[config.mk]
export PLATFORM = sky130hd
export DESIGN_NAME = baud_paced_tx_fifo
export DESIGN_NICKNAME = d
export VERILOG_FILES = /design/src/rtl/bptf_pkg.sv /design/src/rtl/bptf_fifo_ram.sv /design/src/rtl/bptf_rate_div.sv /design/src/rtl/baud_paced_tx_fifo.sv
export SDC_FILE = /design/constraint.sdc
export NUM_CORES = 1
export LEC_CHECK = 0
export ABC_AREA = 1
export BUFFER_PORTS_ARGS = -buffer_cell sky130_fd_sc_hd__buf_2
export CORE_UTILIZATION = 45
export DETAILED_ROUTE_END_ITERATION = 10
export GPL_TIMING_DRIVEN = 1
export PLACE_DENSITY = 0.63
export SYNTH_ARGS = -nofsm -noshare
export SYNTH_HDL_FRONTEND = slang
export SYNTH_SLANG_ARGS = --single-unit
export TNS_END_PERCENT = 20
[constraint.sdc]
create_clock -name clock -period 8.85 [get_ports clock]
set_clock_uncertainty 0.2 [all_clocks]
set_input_delay 0.885 -clock clock [delete_from_list [all_inputs] [get_ports clock]]
set_output_delay 0.885 -clock clock [all_outputs]
set_load 0.05 [all_outputs]
[src/rtl/bptf_pkg.sv]
// Shared constants, types and helpers for the baud-paced transmit FIFO.
package bptf_pkg;

   // Sizing
   localparam int FIFO_DEPTH    = 32;
   localparam int TICKS_PER_SEC = 1000;
   localparam int PTR_W         = $clog2(FIFO_DEPTH);
   localparam int BAUD_W        = 27;
   localparam int QUOTA_W       = 14;
   // five data bits plus start and stop bits; up to eight data and two stop
   localparam int MIN_BITS      = 7;
   localparam int MAX_BITS      = 11;
   localparam int DIV_W         = $clog2(TICKS_PER_SEC * MAX_BITS + 1);
   localparam int ACC_W         = DIV_W + 1;
   localparam int DIVCNT_W      = $clog2(BAUD_W + 1);
   localparam int CSR_IDX_W     = 3;

   localparam logic [QUOTA_W-1:0] QUOTA_MAX = {QUOTA_W{1'b1}};

   // Reset line settings: 9600 baud, 8 data bits, one stop bit
   localparam int RST_BAUD    = 9600;
   localparam int RST_DIVISOR = TICKS_PER_SEC * 10;
   localparam int RST_QUOTA   = RST_BAUD / RST_DIVISOR;
   localparam int RST_STEP    = RST_BAUD % RST_DIVISOR;

   // Register indexes on the CSR port
   localparam logic [CSR_IDX_W-1:0] CSR_BAUD_RATE = 3'd0;
   localparam logic [CSR_IDX_W-1:0] CSR_CHAR_SIZE = 3'd1;
   localparam logic [CSR_IDX_W-1:0] CSR_TWO_STOP  = 3'd2;
   localparam logic [CSR_IDX_W-1:0] CSR_TX_ENABLE = 3'd3;
   localparam logic [CSR_IDX_W-1:0] CSR_RX_ENABLE = 3'd4;

   // Request and result codes
   localparam logic FUNC_PUSH = 1'b0;
   localparam logic FUNC_TICK = 1'b1;
   localparam logic KIND_ACK  = 1'b0;
   localparam logic KIND_BYTE = 1'b1;

   typedef logic [PTR_W-1:0] ptr_type;

   typedef struct packed {
      logic       func;
      logic [7:0] data_byte;
   } req_type;

   typedef struct packed {
      logic       kind;
      logic       accepted;
      logic [7:0] out_byte;
      logic       delivered;
      logic       last;
      logic       fifo_empty;
   } rsp_type;

   // Pacing figures handed from the divider to the drain logic
   typedef struct packed {
      logic [DIV_W-1:0]   divisor;
      logic [QUOTA_W-1:0] quota;
      logic [DIV_W-1:0]   step;
   } rate_type;

   // Ticks per second times bits per character
   function automatic logic [DIV_W-1:0] calc_divisor(input logic [1:0] char_size,
                                                    input logic       two_stop);
      logic [3:0] bits;
      bits = 4'(MIN_BITS) + {2'b00, char_size} + {3'b000, two_stop};
      return DIV_W'(TICKS_PER_SEC * int'(bits));
   endfunction

endpackage

[src/rtl/bptf_fifo_ram.sv]
// Byte store of the transmit ring: one write port, one registered read port.
module bptf_fifo_ram
   import bptf_pkg::*;
(
   input  logic       clock,
   input  logic       wr_en,
   input  ptr_type    wr_addr,
   input  logic [7:0] wr_data,
   input  logic       rd_en,
   input  ptr_type    rd_addr,
   output logic [7:0] rd_data
);

   logic [7:0] mem_ff [FIFO_DEPTH];
   logic [7:0] rd_data_ff;

   // Write port
   always_ff @(posedge clock) begin
      if (wr_en) begin
         mem_ff[wr_addr] <= wr_data;
      end
   end

   // Read port; data holds while rd_en is low
   always_ff @(posedge clock) begin
      if (rd_en) begin
         rd_data_ff <= mem_ff[rd_addr];
      end
   end

   assign rd_data = rd_data_ff;

endmodule

[src/rtl/bptf_rate_div.sv]
// Restoring divider that turns the line settings into per-tick quota and residual step.
module bptf_rate_div
   import bptf_pkg::*;
(
   input  logic              clock,
   input  logic              reset,
   input  logic              start,
   input  logic [BAUD_W-1:0] baud_rate,
   input  logic [1:0]        char_size,
   input  logic              two_stop,
   output logic              busy,
   output rate_type          rate
);

   logic                busy_ff;
   logic [DIVCNT_W-1:0] cnt_ff;
   logic [BAUD_W-1:0]   dvd_ff;
   logic [BAUD_W-1:0]   quo_ff;
   logic [DIV_W-1:0]    rem_ff;
   logic [DIV_W-1:0]    dsr_ff;
   rate_type            rate_ff;

   logic [DIV_W:0]      trial;
   logic                fits;
   logic [DIV_W-1:0]    rem_in;
   logic [BAUD_W-1:0]   quo_in;
   logic [QUOTA_W-1:0]  quota_in;

   // One quotient bit per cycle
   always_comb begin
      trial    = {rem_ff, dvd_ff[BAUD_W-1]};
      fits     = (trial >= {1'b0, dsr_ff});
      rem_in   = fits ? DIV_W'(trial - {1'b0, dsr_ff}) : trial[DIV_W-1:0];
      quo_in   = {quo_ff[BAUD_W-2:0], fits};
      // quota saturates at the field's limit
      quota_in = (quo_in > BAUD_W'(QUOTA_MAX)) ? QUOTA_MAX : quo_in[QUOTA_W-1:0];
   end

   always_ff @(posedge clock) begin
      if (reset) begin
         busy_ff <= 1'b0;
         cnt_ff  <= '0;
         rate_ff <= '{divisor: DIV_W'(RST_DIVISOR),
                      quota:   QUOTA_W'(RST_QUOTA),
                      step:    DIV_W'(RST_STEP)};
      end else if (start) begin
         busy_ff <= 1'b1;
         cnt_ff  <= DIVCNT_W'(BAUD_W);
         dvd_ff  <= baud_rate;
         quo_ff  <= '0;
         rem_ff  <= '0;
         dsr_ff  <= calc_divisor(char_size, two_stop);
      end else if (busy_ff) begin
         dvd_ff <= {dvd_ff[BAUD_W-2:0], 1'b0};
         quo_ff <= quo_in;
         rem_ff <= rem_in;
         cnt_ff <= cnt_ff - 1'b1;
         if (cnt_ff == DIVCNT_W'(1)) begin
            busy_ff <= 1'b0;
            rate_ff <= '{divisor: dsr_ff, quota: quota_in, step: rem_in};
         end
      end
   end

   assign busy = busy_ff;
   assign rate = rate_ff;

endmodule

[src/rtl/baud_paced_tx_fifo.sv]
// Baud-paced transmit FIFO: top level with CSRs, ring pointers and tick drain sequencer.
// Push: the acknowledge beat is in the result register the cycle after accept.
// Tick sending n bytes: beats go from the registered store read to the result register,
// one per cycle unless the result register stalls; the next item is taken after the last.
// A write to baud_rate, char_size or two_stop holds off items while the divider reruns.
// Synchronous reset: ring empty, accumulator zero, 9600 baud 8N1, tx off, rx on.
module baud_paced_tx_fifo
   import bptf_pkg::*;
(
   input  logic                 clock,
   input  logic                 reset,
   input  logic                 req_valid,
   output logic                 req_stall,
   input  req_type              req_payload,
   output logic                 rsp_valid,
   input  logic                 rsp_stall,
   output rsp_type              rsp_payload,
   input  logic                 csr_valid,
   output logic                 csr_ready,
   input  logic [CSR_IDX_W-1:0] csr_index,
   input  logic [BAUD_W-1:0]    csr_data
);

   localparam int WANT_W = QUOTA_W + 1;

   function automatic ptr_type next_ptr(input ptr_type p);
      return (p == PTR_W'(FIFO_DEPTH - 1)) ? '0 : p + 1'b1;
   endfunction

   // CSRs
   logic [BAUD_W-1:0] baud_ff;
   logic [1:0]        char_ff;
   logic              stop_ff;
   logic              txen_ff;
   logic              rxen_ff;
   logic              div_start_ff;
   logic              div_busy;
   rate_type          rate;

   // Ring and pacing state
   ptr_type           wp_ff;
   ptr_type           rp_ff;
   logic [ACC_W-1:0]  acc_ff;
   logic [PTR_W-1:0]  rem_ff;

   // Read stage (memory output) and result register
   logic              rd_valid_ff;
   logic              rd_last_ff;
   logic              rd_empty_ff;
   logic [7:0]        rd_data;
   logic              rsp_valid_ff;
   rsp_type           rsp_ff;

   logic              csr_fire;
   logic              busy;
   logic              req_fire;
   logic              push;
   logic              tick;
   ptr_type           wp_next;
   logic              push_ok;
   ptr_type           wp_in;
   logic [PTR_W-1:0]  count;
   logic [ACC_W:0]    sum;
   logic              extra;
   logic [ACC_W-1:0]  acc_in;
   logic [WANT_W-1:0] want;
   logic [PTR_W-1:0]  nsend;
   logic              rd_move;
   logic              rd_en;
   ptr_type           rp_next;

   // CSR write port; divider reruns after any line-setting write
   assign csr_ready = ~(div_start_ff | div_busy);
   assign csr_fire  = csr_valid & csr_ready;

   always_ff @(posedge clock) begin
      if (reset) begin
         baud_ff      <= BAUD_W'(RST_BAUD);
         char_ff      <= 2'd3;
         stop_ff      <= 1'b0;
         txen_ff      <= 1'b0;
         rxen_ff      <= 1'b1;
         div_start_ff <= 1'b0;
      end else begin
         div_start_ff <= 1'b0;
         if (csr_fire) begin
            case (csr_index)
               CSR_BAUD_RATE: begin
                  baud_ff      <= csr_data;
                  div_start_ff <= 1'b1;
               end
               CSR_CHAR_SIZE: begin
                  char_ff      <= csr_data[1:0];
                  div_start_ff <= 1'b1;
               end
               CSR_TWO_STOP: begin
                  stop_ff      <= csr_data[0];
                  div_start_ff <= 1'b1;
               end
               CSR_TX_ENABLE: txen_ff <= csr_data[0];
               CSR_RX_ENABLE: rxen_ff <= csr_data[0];
               default: ;
            endcase
         end
      end
   end

   bptf_rate_div u_rate_div (
      .clock     (clock),
      .reset     (reset),
      .start     (div_start_ff),
      .baud_rate (baud_ff),
      .char_size (char_ff),
      .two_stop  (stop_ff),
      .busy      (div_busy),
      .rate      (rate)
   );

   // Request side: one item at a time; a push needs the result register free
   assign busy      = (rem_ff != '0) | rd_valid_ff | div_start_ff | div_busy;
   assign req_stall = busy | (rsp_valid_ff & rsp_stall);
   assign req_fire  = req_valid & ~req_stall;
   assign push      = req_fire & (req_payload.func == FUNC_PUSH);
   assign tick      = req_fire & (req_payload.func == FUNC_TICK) & txen_ff;

   // Push: one slot kept free to tell full from empty
   assign wp_next = next_ptr(wp_ff);
   assign push_ok = (wp_next != rp_ff);
   assign wp_in   = push_ok ? wp_next : wp_ff;

   // Tick: bytes to send = min(fill, quota + extra byte from the accumulator)
   always_comb begin
      count  = (wp_ff >= rp_ff) ? wp_ff - rp_ff : PTR_W'(FIFO_DEPTH) - rp_ff + wp_ff;
      sum    = {1'b0, acc_ff} + (ACC_W + 1)'(rate.step);
      extra  = (sum >= (ACC_W + 1)'(rate.divisor));
      acc_in = extra ? ACC_W'(sum - (ACC_W + 1)'(rate.divisor)) : sum[ACC_W-1:0];
      want   = {1'b0, rate.quota} + WANT_W'(extra);
      nsend  = (WANT_W'(count) <= want) ? count : want[PTR_W-1:0];
   end

   // Drain: while tick bytes remain, issue a read whenever the read stage is free or moving on
   assign rd_move = rd_valid_ff & (~rsp_valid_ff | ~rsp_stall);
   assign rd_en   = (rem_ff != '0) & (~rd_valid_ff | rd_move);
   assign rp_next = next_ptr(rp_ff);

   bptf_fifo_ram u_fifo_ram (
      .clock   (clock),
      .wr_en   (push & push_ok),
      .wr_addr (wp_ff),
      .wr_data (req_payload.data_byte),
      .rd_en   (rd_en),
      .rd_addr (rp_ff),
      .rd_data (rd_data)
   );

   // Pointers, accumulator and drain counter
   always_ff @(posedge clock) begin
      if (reset) begin
         wp_ff  <= '0;
         rp_ff  <= '0;
         acc_ff <= '0;
         rem_ff <= '0;
      end else begin
         if (push) begin
            wp_ff <= wp_in;
         end
         if (tick) begin
            acc_ff <= acc_in;
            rem_ff <= nsend;
         end else if (rd_en) begin
            rem_ff <= rem_ff - 1'b1;
         end
         if (rd_en) begin
            rp_ff <= rp_next;
         end
      end
   end

   // Read stage flags travel with the memory data
   always_ff @(posedge clock) begin
      if (reset) begin
         rd_valid_ff <= 1'b0;
      end else if (rd_en) begin
         rd_valid_ff <= 1'b1;
      end else if (rd_move) begin
         rd_valid_ff <= 1'b0;
      end
   end

   always_ff @(posedge clock) begin
      if (rd_en) begin
         rd_last_ff  <= (rem_ff == PTR_W'(1));
         rd_empty_ff <= (rp_next == wp_ff);
      end
   end

   // Result register
   always_ff @(posedge clock) begin
      if (reset) begin
         rsp_valid_ff <= 1'b0;
      end else if (push | rd_move) begin
         rsp_valid_ff <= 1'b1;
      end else if (~rsp_stall) begin
         rsp_valid_ff <= 1'b0;
      end
   end

   always_ff @(posedge clock) begin
      if (push) begin
         rsp_ff <= '{kind: KIND_ACK, accepted: push_ok, out_byte: 8'd0, delivered: 1'b0,
                     last: 1'b1, fifo_empty: (wp_in == rp_ff)};
      end else if (rd_move) begin
         rsp_ff <= '{kind: KIND_BYTE, accepted: 1'b0, out_byte: rd_data, delivered: rxen_ff,
                     last: rd_last_ff, fifo_empty: rd_empty_ff};
      end
   end

   assign rsp_valid   = rsp_valid_ff;
   assign rsp_payload = rsp_ff;

   // The final byte of a tick leaves nothing of that tick behind it
   a_last_drained: assert property (@(posedge clock) disable iff (reset)
      (rsp_valid_ff && rsp_ff.kind == KIND_BYTE && rsp_ff.last)
         |-> (rem_ff == '0 && !rd_valid_ff))
      else $error("bytes still queued after last beat of a tick");

   // A line-setting write holds off items while the divider reruns
   a_div_blocks: assert property (@(posedge clock) disable iff (reset)
      (csr_fire && (csr_index == CSR_BAUD_RATE || csr_index == CSR_CHAR_SIZE
                    || csr_index == CSR_TWO_STOP)) |=> req_stall)
      else $error("item taken while pacing figures are being recomputed");

   // Read stage holds its byte while the result register is blocked
   a_rd_hold: assert property (@(posedge clock) disable iff (reset)
      (rd_valid_ff && !rd_move) |=> (rd_valid_ff && $stable(rd_data)))
      else $error("read stage byte lost while stalled");

endmodule
After elaboration in Yosys (flattened, before gate mapping)
Memory sizes are Yosys's and may differ from the RTL's. A register that Yosys moved wholly into a read port is not among the register bits. Cells that the tools add are included.

Add/subtract/negate cells: 13. Equality and inequality tests: 12. Shift operators: 0. Muxes and demuxes: 28. Bitwise logic cells: 26. Order comparisons: 5. $mul: 1. Reductions and logical operators: 17. Div/mod/pow operators: 0.

Operators with widths (count): $mux 27 (2); $mux 5 (9); $mux 14 (3); $gt 27x14->1 const B (1); $mux 26 (1); $mux 12 (2); $add 15x14->16 (1); $ge 16x14->1 (1); $add 14x1->15 (1); $ge 15x14->1 (1); $le 5x15->1 (1); $mux 15 (1); $sub 15x14->15 (1); $reduce_and 2->1 (7); $sub 14x14->14 (1); $mul 7x4->11 const A (1); $add 5x1->5 const B (2); $eq 5x1->1 const B (2); $eq 5x5->1 (2); $eq 5x5->1 const B (2); $mux 1 (10); $sub 5x1->5 const B (2); $and 1x1->1 (9); $not 1->1 (9); 18 further kinds (30).

Flip-flop bits (word level): 203. Word-level logic and storage cells: 133. Memory bits (writable): 256. ROM bits: 0. Bits in latches: 0. Input bits: 44. Memories: 1. Output and inout bits: 16.

Memories: u_fifo_ram.mem_ff (words 32, width 8, rd ports 1, clocked after Yosys merged registers in 1, write ports 1, RTL line bptf_fifo_ram.sv:14) `logic [7:0] mem_ff [FIFO_DEPTH];`.

Logic depth before layout (Yosys ltp)
Gate-level depths: netlist of run 1.

Word-level depth: 11. Gate-level depth with buffers: 38. Gate-level depth less buffers: 37.

By module
From an unflattened synthesis of run 1, not the netlist that was laid out.

Cell total of the unflattened synthesis: 2438. Area total of the unflattened synthesis: 22676.7 µm².

Modules (own cells, without submodules): bptf_fifo_ram (area an instance 10866.7 µm², cells each 922, seq. area each 7927.6 µm², instances 1); baud_paced_tx_fifo (area an instance 5925.7 µm², cells each 876, seq. area each 1641.6 µm², instances 1); bptf_rate_div (area an instance 5884.4 µm², cells each 640, seq. area each 3243.1 µm², instances 1).

Least setup slack after synthesis of run 1
OpenSTA, ideal clock, no wires.

Path kind: reg2reg. Start: register u_rate_div.rate_ff, in the netlist u_rate_div.rate[0]. End: register rem_ff[4]. Cell stages (with the launch flop): 35. Path buffers: 1. Period minus slack after synthesis: 4.698 ns. Library setup time: 0.110 ns. Slack: 4.152 ns. Required time: 8.540 ns. Arrival: 4.388 ns. Cells stage by stage: dfxtp_1 -> ha_1 -> fa_1 -> nand2_1 -> nand2_1 -> nand2_1 -> o21ai_0 -> xor2_1 -> ha_1 -> nand2_2 -> inv_2 -> nand2_1 -> nand2_1 -> nand2_1 -> nand3_2 -> a21oi_4 -> nand3_4 -> buf_6 -> ha_1 -> nand2_1 -> nor2_1 -> xnor2_1 -> ha_1 -> nand2_1 -> inv_1 -> nand4_1 -> nand2_1 -> a21oi_1 -> nand2_1 -> nor2_2 -> nand3_2 -> nand2_1 -> nand3_1 -> nand3_1 -> inv_1.

Word-level cells in the longest chain between the ends: 6.

Ends and longest elaborated chain: start: declaration (RTL line bptf_rate_div.sv:21) `rate_type rate_ff;`; start signal: assignment (RTL line bptf_rate_div.sv:43) `rate_ff <= '{divisor: DIV_W'(RST_DIVISOR),`; start signal: assignment (RTL line bptf_rate_div.sv:60) `rate_ff <= '{divisor: dsr_ff, quota: quota_in, step: rem_in};`; $add 15x14->16 (*) (RTL line baud_paced_tx_fifo.sv:134) `sum = {1'b0, acc_ff} + (ACC_W + 1)'(rate.step);`; $ge 16x14->1 (*) (RTL line baud_paced_tx_fifo.sv:135) `extra = (sum >= (ACC_W + 1)'(rate.divisor));`; $add 14x1->15 (*) (RTL line baud_paced_tx_fifo.sv:137) `want = {1'b0, rate.quota} + WANT_W'(extra);`; $le 5x15->1 (RTL line baud_paced_tx_fifo.sv:138) `nsend = (WANT_W'(count) <= want) ? count : want[PTR_W-1:0];`; $mux 5 (*) (RTL line baud_paced_tx_fifo.sv:138); $mux 5 (*) (RTL line baud_paced_tx_fifo.sv:167) `if (tick) begin`; end signal: assignment (RTL line baud_paced_tx_fifo.sv:169) `rem_ff <= nsend;`; end signal: assignment (RTL line baud_paced_tx_fifo.sv:171) `rem_ff <= rem_ff - 1'b1;`; end: declaration (RTL line baud_paced_tx_fifo.sv:44) `logic [PTR_W-1:0] rem_ff;`.

Mark *: on every way between the ends. The rest lies on a longest branch, timed or not. A chain may end at the register's enable or synchronous reset.

Worst setup path in the final report of run 1
Start: register u_rate_div.rate_ff, in the netlist u_rate_div.rate[0]. End: register rem_ff[0].

Same word-level chain as after synthesis.

==> flow_metrics.py, run 1 <==
metrics = {
    "worst_setup_path": {
        "cp_num_buf_inv": 2,
        "critPathArrivalTime_ns": 5.65,
        "required_ns": 9.15,
        "slowest_delay_ns": 0.44,
        "cp_max_fo": 16,
        "critPathLaunchType": "flip-flop",
        "crit_family": "simple AND/OR/NAND/NOR gates",
        "slowest_stage": "fa_1",
        "criticalPathCategory": "flip-flop to flip-flop",
        "endpoint_kind": "flip-flop",
        "cp_common_cell": "nand2_1",
    },
    "cts": {
        "clockRootBuffer": "clkbuf_16",
        "clock_sinks": 467,
        "clkTransAtPathRegs_ns": 0.06,
        "cts_tree": "done",
        "cts_setup_buffers": 0,
        "clock_latency_ns": 0.62,
        "numCtsBuffers": 48,
        "h-tree-depth": 2,
        "cts.path.max_buffers": 3,
        "cts_hold_buf": 0,
        "ctsResizeCount": 0,
    },
    "power": {
        "p_leak_nw": 9.51,
        "seq_power_share": 0.409,
        "switching_share": 0.337,
        "clock_power_share": 0.336,
        "ir_drop_v": 0.000247,
        "comb_power_share": 0.255,
        "cellPowerDensity_nw_per_um2": 262,
        "power_switching_w": 0.00212,
        "p_int_w": 0.00417,
    },
    "timing": {
        "worst_slew_pin_slew_ns": 0.983,
        "rsz0062_at_grt": "false",
        "fin_tns_setup_ns": 0,
        "hold_ws_ns": 0.265,
        "slew_viol_final": 0,
        "fin_crit_ns": 5.35,
        "max_slew_margin": 0.345,
        "setup_viol": 0,
        "hold_violations": 0,
        "fin_crit_sh": 0.604,
        "fmax_mhz": 187,
    },
    "synth": {
        "syn_inst": 2211,
        "syn_area_per_cell_um2": 9.78,
        "ys_seq_elements": 467,
        "synth_top_family_by_area": "simple AND/OR/NAND/NOR gates",
        "ys_seq_area_frac": 0.593,
        "ys.flop_type": "edfxtp_1",
        "netlist_area_um2": 21600,
        "yosysUniqueCellTypes": 47,
        "synth-simple-area-share": 0.169,
        "synth_compound_area_frac": 0.120,
        "yosys_warnings": 0,
        "synth_mux_area_frac": 0,
        "async_flop_share": 0,
        "synth-xor-area-share": 0.0174,
        "synth_edf_count": 346,
        "synthAdderAreaFrac": 0.0457,
        "synth_nets": 2331,
    },
    "placed_design": {
        "hpwlAfterDp_um": 33600,
        "gp_congestion": 0.856,
        "port_buffers": 59,
    },
    "global_routing": {
        "grt_max_degree": 101,
        "track_usage": 0.215,
        "grt_pass1_wl_um": 83100,
        "grt.overflow.total": 0,
        "antenna_found_initial": 0,
        "grt_pass1_vias": 15100,
    },
    "die": {
        "rows": 79,
        "die_x_um": 221,
        "die_h_um": 221,
        "die_area_um2": 48900,
        "start_util": 0.460,
        "boundaryPins": 60,
        "core_um2": 47000,
    },
    "cells_and_area": {
        "nFillCells": 4244,
        "area_growth_pct": 11.2,
        "antennaDiodeCount": 0,
        "final_nets": 2355,
        "drive_above_1_share": 0.0870,
    },
    "routing": {
        "dr.pass1.iters": 5,
        "drt_wl_total_um": 52300,
        "routedWlPerCell_um": 18.2,
        "routed_via_density": 5.44,
        "drc": 0,
        "num_vias": 15700,
        "final_antenna_net_count": 0,
        "drtIter0Drc": 1467,
    },
    "run_status": {
        "status": "completed",
    },
    "min_path": {
        "holdCritPathClass": "flip-flop to flip-flop",
    },
    "flow_run": {
        "drv_cap": 0,
    },
}
## cell usage in the layout (no fill, tap or decap), types with 4 or more instances in the layout
cell	count
nand3_1	99
a31oi_1	19
inv_2	8
clkbuf_16	50
edfxtp_1	346
nand4_1	37
nor2_2	6
inv_1	190
nor2_1	328
o211ai_1	16
o221ai_1	25
fa_1	5
o21bai_1	4
xnor2_1	12
ha_1	71
bufinv_16	5
o22ai_1	39
clkinv_2	7
or2_2	7
clkbuf_8	4
nand2_2	10
nand3_2	4
clkinv_1	6
o21a_1	11
a21oi_1	79
o21ai_0	236
a22oi_1	9
buf_4	14
nor3_1	10
buf_2	59
nand2_1	351
clkbuf_1	16
dfxtp_1	118
o21ai_1	10
xor2_1	31
## logic make-up after synthesis
logic type / count (synthesis)
AND/OR/NAND/NOR: 865
flip-flops: 467
AO/OA/AOI/OAI: 457
buffers and inverters: 303
adder cells (fa/ha/maj): 76
XOR/XNOR: 43
## flip-flops by register name, indices dropped and copies added (netlist names), 2 cells and up
| name | count |
|---|---|
| rem_ff | 5 |
| u_rate_div.dsr_ff | 11 |
| u_rate_div.quo_ff | 26 |
| u_rate_div.rem_ff | 14 |
| u_fifo_ram.mem_ff | 256 |
| baud_ff | 27 |
| u_fifo_ram.rd_data | 8 |
| u_rate_div.rate | 39 |
| rp_ff | 5 |
| wp_ff | 5 |
| char_ff | 2 |
| rsp_payload | 13 |
| acc_ff | 15 |
| u_rate_div.cnt_ff | 5 |
| u_rate_div.dvd_ff | 27 |
## power by group through the flow
stage          clock [W]  combinational, W  sequential, W
3_5_place_dp           0           0.00160        0.00261
4_1_cts          0.00215           0.00161        0.00257
2_1_floorplan          0           0.00105        0.00266
3_3_place_gp           0           0.00158        0.00261
5_1_grt          0.00223           0.00178        0.00259
6_report         0.00211           0.00161        0.00257
## synth_stat cells, types with 5 or more instances
cell	number	area share
o22ai_1	39	0.011
inv_1	192	0.033
buf_4	6	0.0021
a31oi_1	19	0.0055
xor2_1	31	0.013
nand2_1	351	0.061
nand4_1	37	0.011
nor2_1	330	0.057
o21a_1	11	0.0038
o21ai_1	10	0.0023
o221ai_1	25	0.010
a21oi_1	79	0.018
clkbuf_1	73	0.013
o21ai_0	236	0.055
nor3_1	10	0.0023
buf_2	12	0.0028
a22oi_1	9	0.0031
ha_1	71	0.041
nand2_2	10	0.0029
dfxtp_1	121	0.11
xnor2_1	12	0.0049
nor2_2	6	0.0017
buf_1	5	0.00087
inv_2	8	0.0014
o211ai_1	16	0.0056
edfxtp_1	346	0.48
nand3_1	99	0.023
or2_2	7	0.0020
fa_1	5	0.0046
## tightest hold or removal path, delay by kind of cell (launching register included)
kind / cells / cell delay, ns
and+or+nand+nor: 2 / 0.10
DFF: 1 / 0.33
## area by class of cell
type,count,area (um^2),area share
clock buffers,70,1370,0.0568
clock inverters,20,308,0.0128
inverters,204,771,0.0321
multi-input cells,1441,7620,0.317
flip-flops and latches,467,12800,0.533
well taps,607,759,0.0316
repair buffers,73,400,0.0167
## per-stage QoR
| step | std cells | instance area (um^2) | worst slack (ns) | power (W) | util |
|---|---|---|---|---|---|
| after floorplan | 2211 | 21600 | 4.15 | 0.00371 | - |
| after global placement | 2792 | 22400 | 3.59 | 0.00419 | 0.476 |
| after detailed placement | 2792 | 22400 | 3.51 | 0.00422 | 0.476 |
| after CTS | 2882 | 24000 | 3.48 | 0.00633 | 0.512 |
| after global routing | 2882 | 24000 | 2.93 | 0.00659 | 0.512 |
| final | 2882 | 24000 | 3.50 | 0.00629 | 0.512 |
## metal layers
metal / vias up / GRT usage / wire, um
met3: 101 / 0.0264 / 2690
met2: 445 / 0.362 / 25000
met1: 7451 / 0.284 / 22900
met5: - / 0 / 0
li1: 7680 / - / -
met4: 0 / 0.0835 / 1740
## worst paths after layout
check / from / end / slack (ns) / cells after the start
max: u_rate_div.rate[0] / rem_ff[0] / 3.50 / 32
min: baud_ff[13] / baud_ff[13] / 0.26 / 2
max reg2reg: u_rate_div.rate[0] / rem_ff[0] / 3.50 / 32
min reg2reg: baud_ff[13] / baud_ff[13] / 0.26 / 2
No activity file was read; power rests on OpenSTA's default activity.
==> run 2: changes to the inputs <==
- clock period: 8.85 -> 5.5 ns (I/O delays scaled with it)
==> run 2 against run 1 <==
Compared with the run above: sequential share of layout area decreased by 0.65 points; worst setup slack got worse by 3.0 ns; global-route usage increased by 0.24 points; non-clock buffer count increased by 46; core utilization increased by 0.63 points; hold slack got worse by 0.23 ns; via count increased by 1.3%; critical path type unchanged; clock power increased by 55%.
==> flow_metrics.py, run 2 (same netlist as run 1, synthesis figures left out) <==
metrics = {
    "routing": {
        "drt_wl_total_um": 53100,
        "num_vias": 15900,
        "routedWlPerCell_um": 18.1,
        "dr.pass1.iters": 5,
        "drtIter0Drc": 1379,
        "final_antenna_net_count": 0,
        "routed_via_density": 5.43,
        "drc": 0,
    },
    "cells_and_area": {
        "final_area_um2": 24300,
        "area_growth_pct": 12.6,
        "antennaDiodeCount": 0,
        "nFillCells": 4156,
        "regMostFlops": "u_fifo_ram.mem_ff",
        "finalNonFillerCells": 2928,
        "final_nets": 2402,
        "layout_common_cells": "nand2_1 (351), edfxtp_1 (346), nor2_1 (328), o21ai_0 (236), inv_1 (190)",
        "largest_reg_flops": 256,
        "drive_above_1_share": 0.0965,
        "final_common_cell": "nand2_1",
    },
    "timing": {
        "hold_violations": 0,
        "fin_tns_setup_ns": 0,
        "fin_crit_ns": 5.00,
        "worst_slew_pin_slew_ns": 1.00,
        "fmax_mhz": 200,
        "max_slew_margin": 0.329,
        "rsz0062_at_grt": "false",
        "hold_ws_ns": 0.0301,
        "slew_viol_final": 0,
        "fin_crit_sh": 0.909,
        "setup_viol": 0,
    },
    "worst_setup_path": {
        "endpoint_kind": "flip-flop",
        "r2r_slack_ns": 0.50,
        "r2r_end": "rem_ff[4]",
        "slowest_stage": "fa_1",
        "slowest_delay_ns": 0.44,
        "cp_common_cell": "nand2_1",
        "criticalPathCategory": "flip-flop to flip-flop",
        "required_ns": 5.79,
        "r2r_start": "u_rate_div.rate[0]",
        "cp_max_fo": 6,
        "critPathLaunchType": "flip-flop",
        "critPathArrivalTime_ns": 5.29,
        "ff2ff_path_depth": 33,
    },
    "global_routing": {
        "track_usage": 0.218,
        "grt_pass1_vias": 15500,
        "grt_max_degree": 98,
        "grt_pass1_wl_um": 84400,
        "antenna_found_initial": 0,
        "grt.overflow.total": 0,
    },
    "run_status": {
        "status": "completed",
    },
    "die": {
        "start_util": 0.460,
        "die_area_um2": 48900,
        "boundaryPins": 60,
        "rows": 79,
        "die_h_um": 221,
        "core_um2": 47000,
        "die_x_um": 221,
    },
    "cts": {
        "clockRootBuffer": "clkbuf_16",
        "numCtsBuffers": 49,
        "h-tree-depth": 2,
        "cts_tree": "done",
        "cts_setup_buffers": 0,
        "cts.path.max_buffers": 3,
        "clkTransAtPathRegs_ns": 0.06,
        "clock_latency_ns": 0.59,
        "clock_sinks": 467,
    },
    "power": {
        "switching_share": 0.338,
        "ir_drop_v": 0.000311,
        "cellPowerDensity_nw_per_um2": 411,
        "comb_power_share": 0.260,
        "seq_power_share": 0.413,
        "p_int_w": 0.00663,
        "p_leak_nw": 9.70,
        "clock_power_share": 0.327,
        "power_switching_w": 0.00339,
    },
    "flow_run": {
        "drv_cap": 0,
    },
    "min_path": {
        "holdCritPathClass": "input pin to flip-flop",
        "hold_depth": 3,
        "min_from": "csr_data[21]",
        "holdPathEnd": "baud_ff[21]",
    },
    "placed_design": {
        "post_dp_cell_area_um2": 22600,
        "port_buffers": 59,
        "gp_congestion": 0.862,
        "hpwlAfterDp_um": 34400,
        "dp_cells": 2817,
    },
}
==> run 2: changes by cell type in the layout (fill, tap and decap cells not counted), sizes merged <==
cell         change
clkinvlp         -1
dlygate4sd3     +21
inv              +3
buf             +25
clkbuf          -12
clkinv          +10
==> run 2: per-stage QoR <==
stage	setup slack [ns]	utilization	total power, W
global placement	0.595	0.480	0.00676
detailed placement	0.496	0.480	0.00680
CTS	0.464	0.518	0.0101
floorplan	0.802	-	0.00597
finish	0.501	0.518	0.0100
global route	0.0361	0.518	0.0105
==> run 2: worst max-delay path by stage <==
stage	to	slack, ns	start
3_3_place_gp	rem_ff[4]	0.60	u_rate_div.rate[0]
2_1_floorplan	rem_ff[4]	0.80	u_rate_div.rate[0]
4_1_cts	rem_ff[4]	0.46	u_rate_div.rate[2]
3_5_place_dp	rem_ff[4]	0.50	u_rate_div.rate[2]
6_report	rem_ff[4]	0.50	u_rate_div.rate[0]
5_1_grt	rem_ff[4]	0.04	u_rate_div.rate[2]
==> run 2: area by class of cell <==
class	count	area, um^2	area share
tap	607	759	0.0312
sequential	467	12800	0.527
clock inverter	32	300	0.0123
multi-input combinational	1441	7620	0.313
inverter	204	771	0.0317
clock buffer	58	1270	0.0522
timing repair buffer	119	798	0.0328
==> run 2: routing by layer <==
| metal | vias up | wire [um] | GRT usage |
|---|---|---|---|
| li1 | 7775 | - | - |
| met1 | 7625 | 23000 | 0.283 |
| met2 | 392 | 25900 | 0.371 |
| met3 | 94 | 2550 | 0.0305 |
| met4 | 0 | 1690 | 0.0774 |
| met5 | - | 0 | 0 |
==> run 2: power groups by stage <==
stage                     sequential [W]  clock [W]  combinational, W
after floorplan                  0.00429          0           0.00168
after global placement           0.00421          0           0.00255
after detailed placement         0.00421          0           0.00259
after CTS                        0.00414    0.00333           0.00261
after global routing             0.00416    0.00347           0.00287
final                            0.00414    0.00327           0.00261
==> run 2: repair_timing <==
action                                  4_1_cts  5_1_grt
hold buffers                                 21        0
endpoints found under the setup margin        0        4
resized for setup                             0        1
endpoints found under the hold margin        21        0
==> run 2: worst max-delay path, delay by kind of cell, from the launching register on <==
family	cells	cell delay, ns
AND/OR/NAND/NOR	20	1.91
adder cells (fa/ha/maj)	5	1.51
XOR/XNOR	2	0.44
AO/OA/AOI/OAI	3	0.40
flip-flops	1	0.31
buffers and inverters	3	0.13
==> run 3: changes to the inputs <==
- BUFFER_PORTS_ARGS: -buffer_cell sky130_fd_sc_hd__buf_2 -> -buffer_cell sky130_fd_sc_hd__clkbuf_2
- clock period: 5.5 -> 5.49 ns (I/O delays scaled with it)
==> run 3 against run 2 <==
Compared with the run above: sequential share of layout area decreased by 0.27 points; final cell count increased by 0.17%; combinational power about the same; hold slack got worse by 0.0019 ns; clock power increased by 4%; count of clock-buffer cells in the layout increased by 12; wire length decreased by 0.36%; register-to-register slack got worse by 0.13 ns; die area unchanged; core utilization increased by 0.27 points.
==> flow_metrics.py, run 3 (same netlist as run 1, synthesis figures left out) <==
metrics = {
    "die": {
        "die_h_um": 221,
        "rows": 79,
        "die_area_um2": 48900,
        "boundaryPins": 60,
        "start_util": 0.460,
        "die_x_um": 221,
        "core_um2": 47000,
    },
    "timing": {
        "fin_crit_ns": 5.12,
        "setup_viol": 0,
        "fmax_mhz": 195,
        "hold_ws_ns": 0.0282,
        "slew_viol_final": 0,
        "setup_ws_ns": 0.371,
        "fin_crit_sh": 0.933,
        "worst_slew_pin_slew_ns": 1.08,
        "max_slew_margin": 0.277,
        "hold_violations": 0,
    },
    "power": {
        "ir_drop_v": 0.000261,
        "cellPowerDensity_nw_per_um2": 415,
        "p_leak_nw": 9.75,
    },
    "global_routing": {
        "grt_pass1_wl_um": 84400,
        "antenna_found_initial": 0,
        "grt_pass1_vias": 15600,
        "track_usage": 0.218,
        "grt.overflow.total": 0,
        "grt_max_degree": 106,
    },
    "worst_setup_path": {
        "critPathLaunchType": "flip-flop",
        "cp_common_cell": "nand2_1",
        "slowest_delay_ns": 0.38,
        "endpoint": "rem_ff[2]",
        "ff2ff_path_depth": 32,
        "r2r_end": "rem_ff[2]",
        "cp_max_fo": 8,
        "critPathArrivalTime_ns": 5.43,
        "required_ns": 5.80,
        "r2r_start": "u_rate_div.rate[2]",
        "critPathLaunch": "u_rate_div.rate[2]",
        "endpoint_kind": "flip-flop",
        "r2r_slack_ns": 0.37,
        "criticalPathCategory": "flip-flop to flip-flop",
        "slowest_stage": "ha_1",
    },
    "routing": {
        "num_vias": 15900,
        "routedWlPerCell_um": 18.1,
        "drtIter0Drc": 1559,
        "dr.pass1.iters": 9,
        "final_antenna_net_count": 0,
        "drt_wl_total_um": 52900,
        "drc": 0,
        "routed_via_density": 5.43,
    },
    "cts": {
        "clock_sinks": 467,
        "cts_tree": "done",
        "clockRootBuffer": "clkbuf_16",
        "clock_latency_ns": 0.62,
        "cts.path.max_buffers": 3,
        "h-tree-depth": 2,
        "numCtsBuffers": 50,
        "clkTransAtPathRegs_ns": 0.07,
    },
    "flow_run": {
        "drv_cap": 0,
    },
    "run_status": {
        "status": "completed",
    },
    "placed_design": {
        "place_ws_ns": 0.251,
        "gp_congestion": 0.911,
        "hpwlAfterDp_um": 33800,
        "port_buffers": 59,
    },
    "cells_and_area": {
        "area_growth_pct": 13.2,
        "antennaDiodeCount": 0,
        "largest_reg_flops": 256,
        "final_nets": 2404,
        "final_common_cell": "nand2_1",
        "drive_above_1_share": 0.0946,
        "regMostFlops": "u_fifo_ram.mem_ff",
        "layout_common_cells": "nand2_1 (351), edfxtp_1 (346), nor2_1 (328), o21ai_0 (236), inv_1 (190)",
        "fin_util": 0.521,
    },
    "min_path": {
        "min_from": "csr_data[22]",
        "holdCritPathClass": "input pin to flip-flop",
    },
}
-- run 3: cell count changes in the layout (fill, tap and decap cells not counted), sizes merged, moves of 4 or more --
cell	previous run	this run
clkinv	27	22
clkbuf	58	129
buf	98	36
dlygate4sd3	21	25
-- run 3: worst min-delay path by stage --
stage	endpoint	cells past startpoint
floorplan	baud_ff[10]	2
global placement	baud_ff[10]	2
CTS	baud_ff[22]	3
detailed placement	baud_ff[10]	2
finish	baud_ff[22]	3
global route	baud_ff[22]	3
-- run 3: cell type report --
class | count | area (um^2)
Clock buffer | 70 | 1390
Clock inverter | 24 | 282
Fill cell | 4192 | 22500
Inverter | 204 | 771
Multi-Input combinational cell | 1441 | 7630
Sequential cell | 467 | 12800
Tap cell | 607 | 759
Timing Repair Buffer | 120 | 816
-- run 3: through the flow --
step                cell area (um^2)  TNS [ns]  total power (W)  std cells
floorplan                      21600         0          0.00598       2211
global placement               22500         0          0.00676       2811
detailed placement             22500         0          0.00680       2811
CTS                            24400         0           0.0102       2930
global route                   24500  -0.00843           0.0106       2933
finish                         24500         0           0.0101       2933
-- run 3: power by group --
part / total [W] / switching, W / leakage, nW / internal [W]
Sequential: 0.00414 / 0.000145 / 4.12 / 0.00400
Clock: 0.00339 / 0.00142 / 0.803 / 0.00197
Combinational: 0.00262 / 0.00186 / 4.83 / 0.000758
Total: 0.0101 / 0.00342 / 9.75 / 0.00672
-- run 3: repair_timing --
item | 4_1_cts | 5_1_grt
endpoints found under the hold margin | 25 | 0
setup buffers | 0 | 3
setup endpoints to repair | 0 | 5
resized for setup | 0 | 3
hold buffers | 25 | 0
-- run 3: routing by layer --
layer | vias to the layer above | share of wire | global-route usage
met5 | - | 0 | 0
met4 | 0 | 0.029 | 0.0774
met3 | 105 | 0.053 | 0.0280
met2 | 431 | 0.48 | 0.373
met1 | 7620 | 0.43 | 0.283
li1 | 7763 | - | -
-- run 3: worst max-delay path, delay by kind of cell, from the launching register on --
family | cells | cell delay [ns]
simple gates | 19 | 2.05
xor+xnor | 1 | 0.23
fa+ha+maj | 4 | 1.25
buf+inv | 3 | 0.16
compound gates | 5 | 0.86
flops | 1 | 0.31
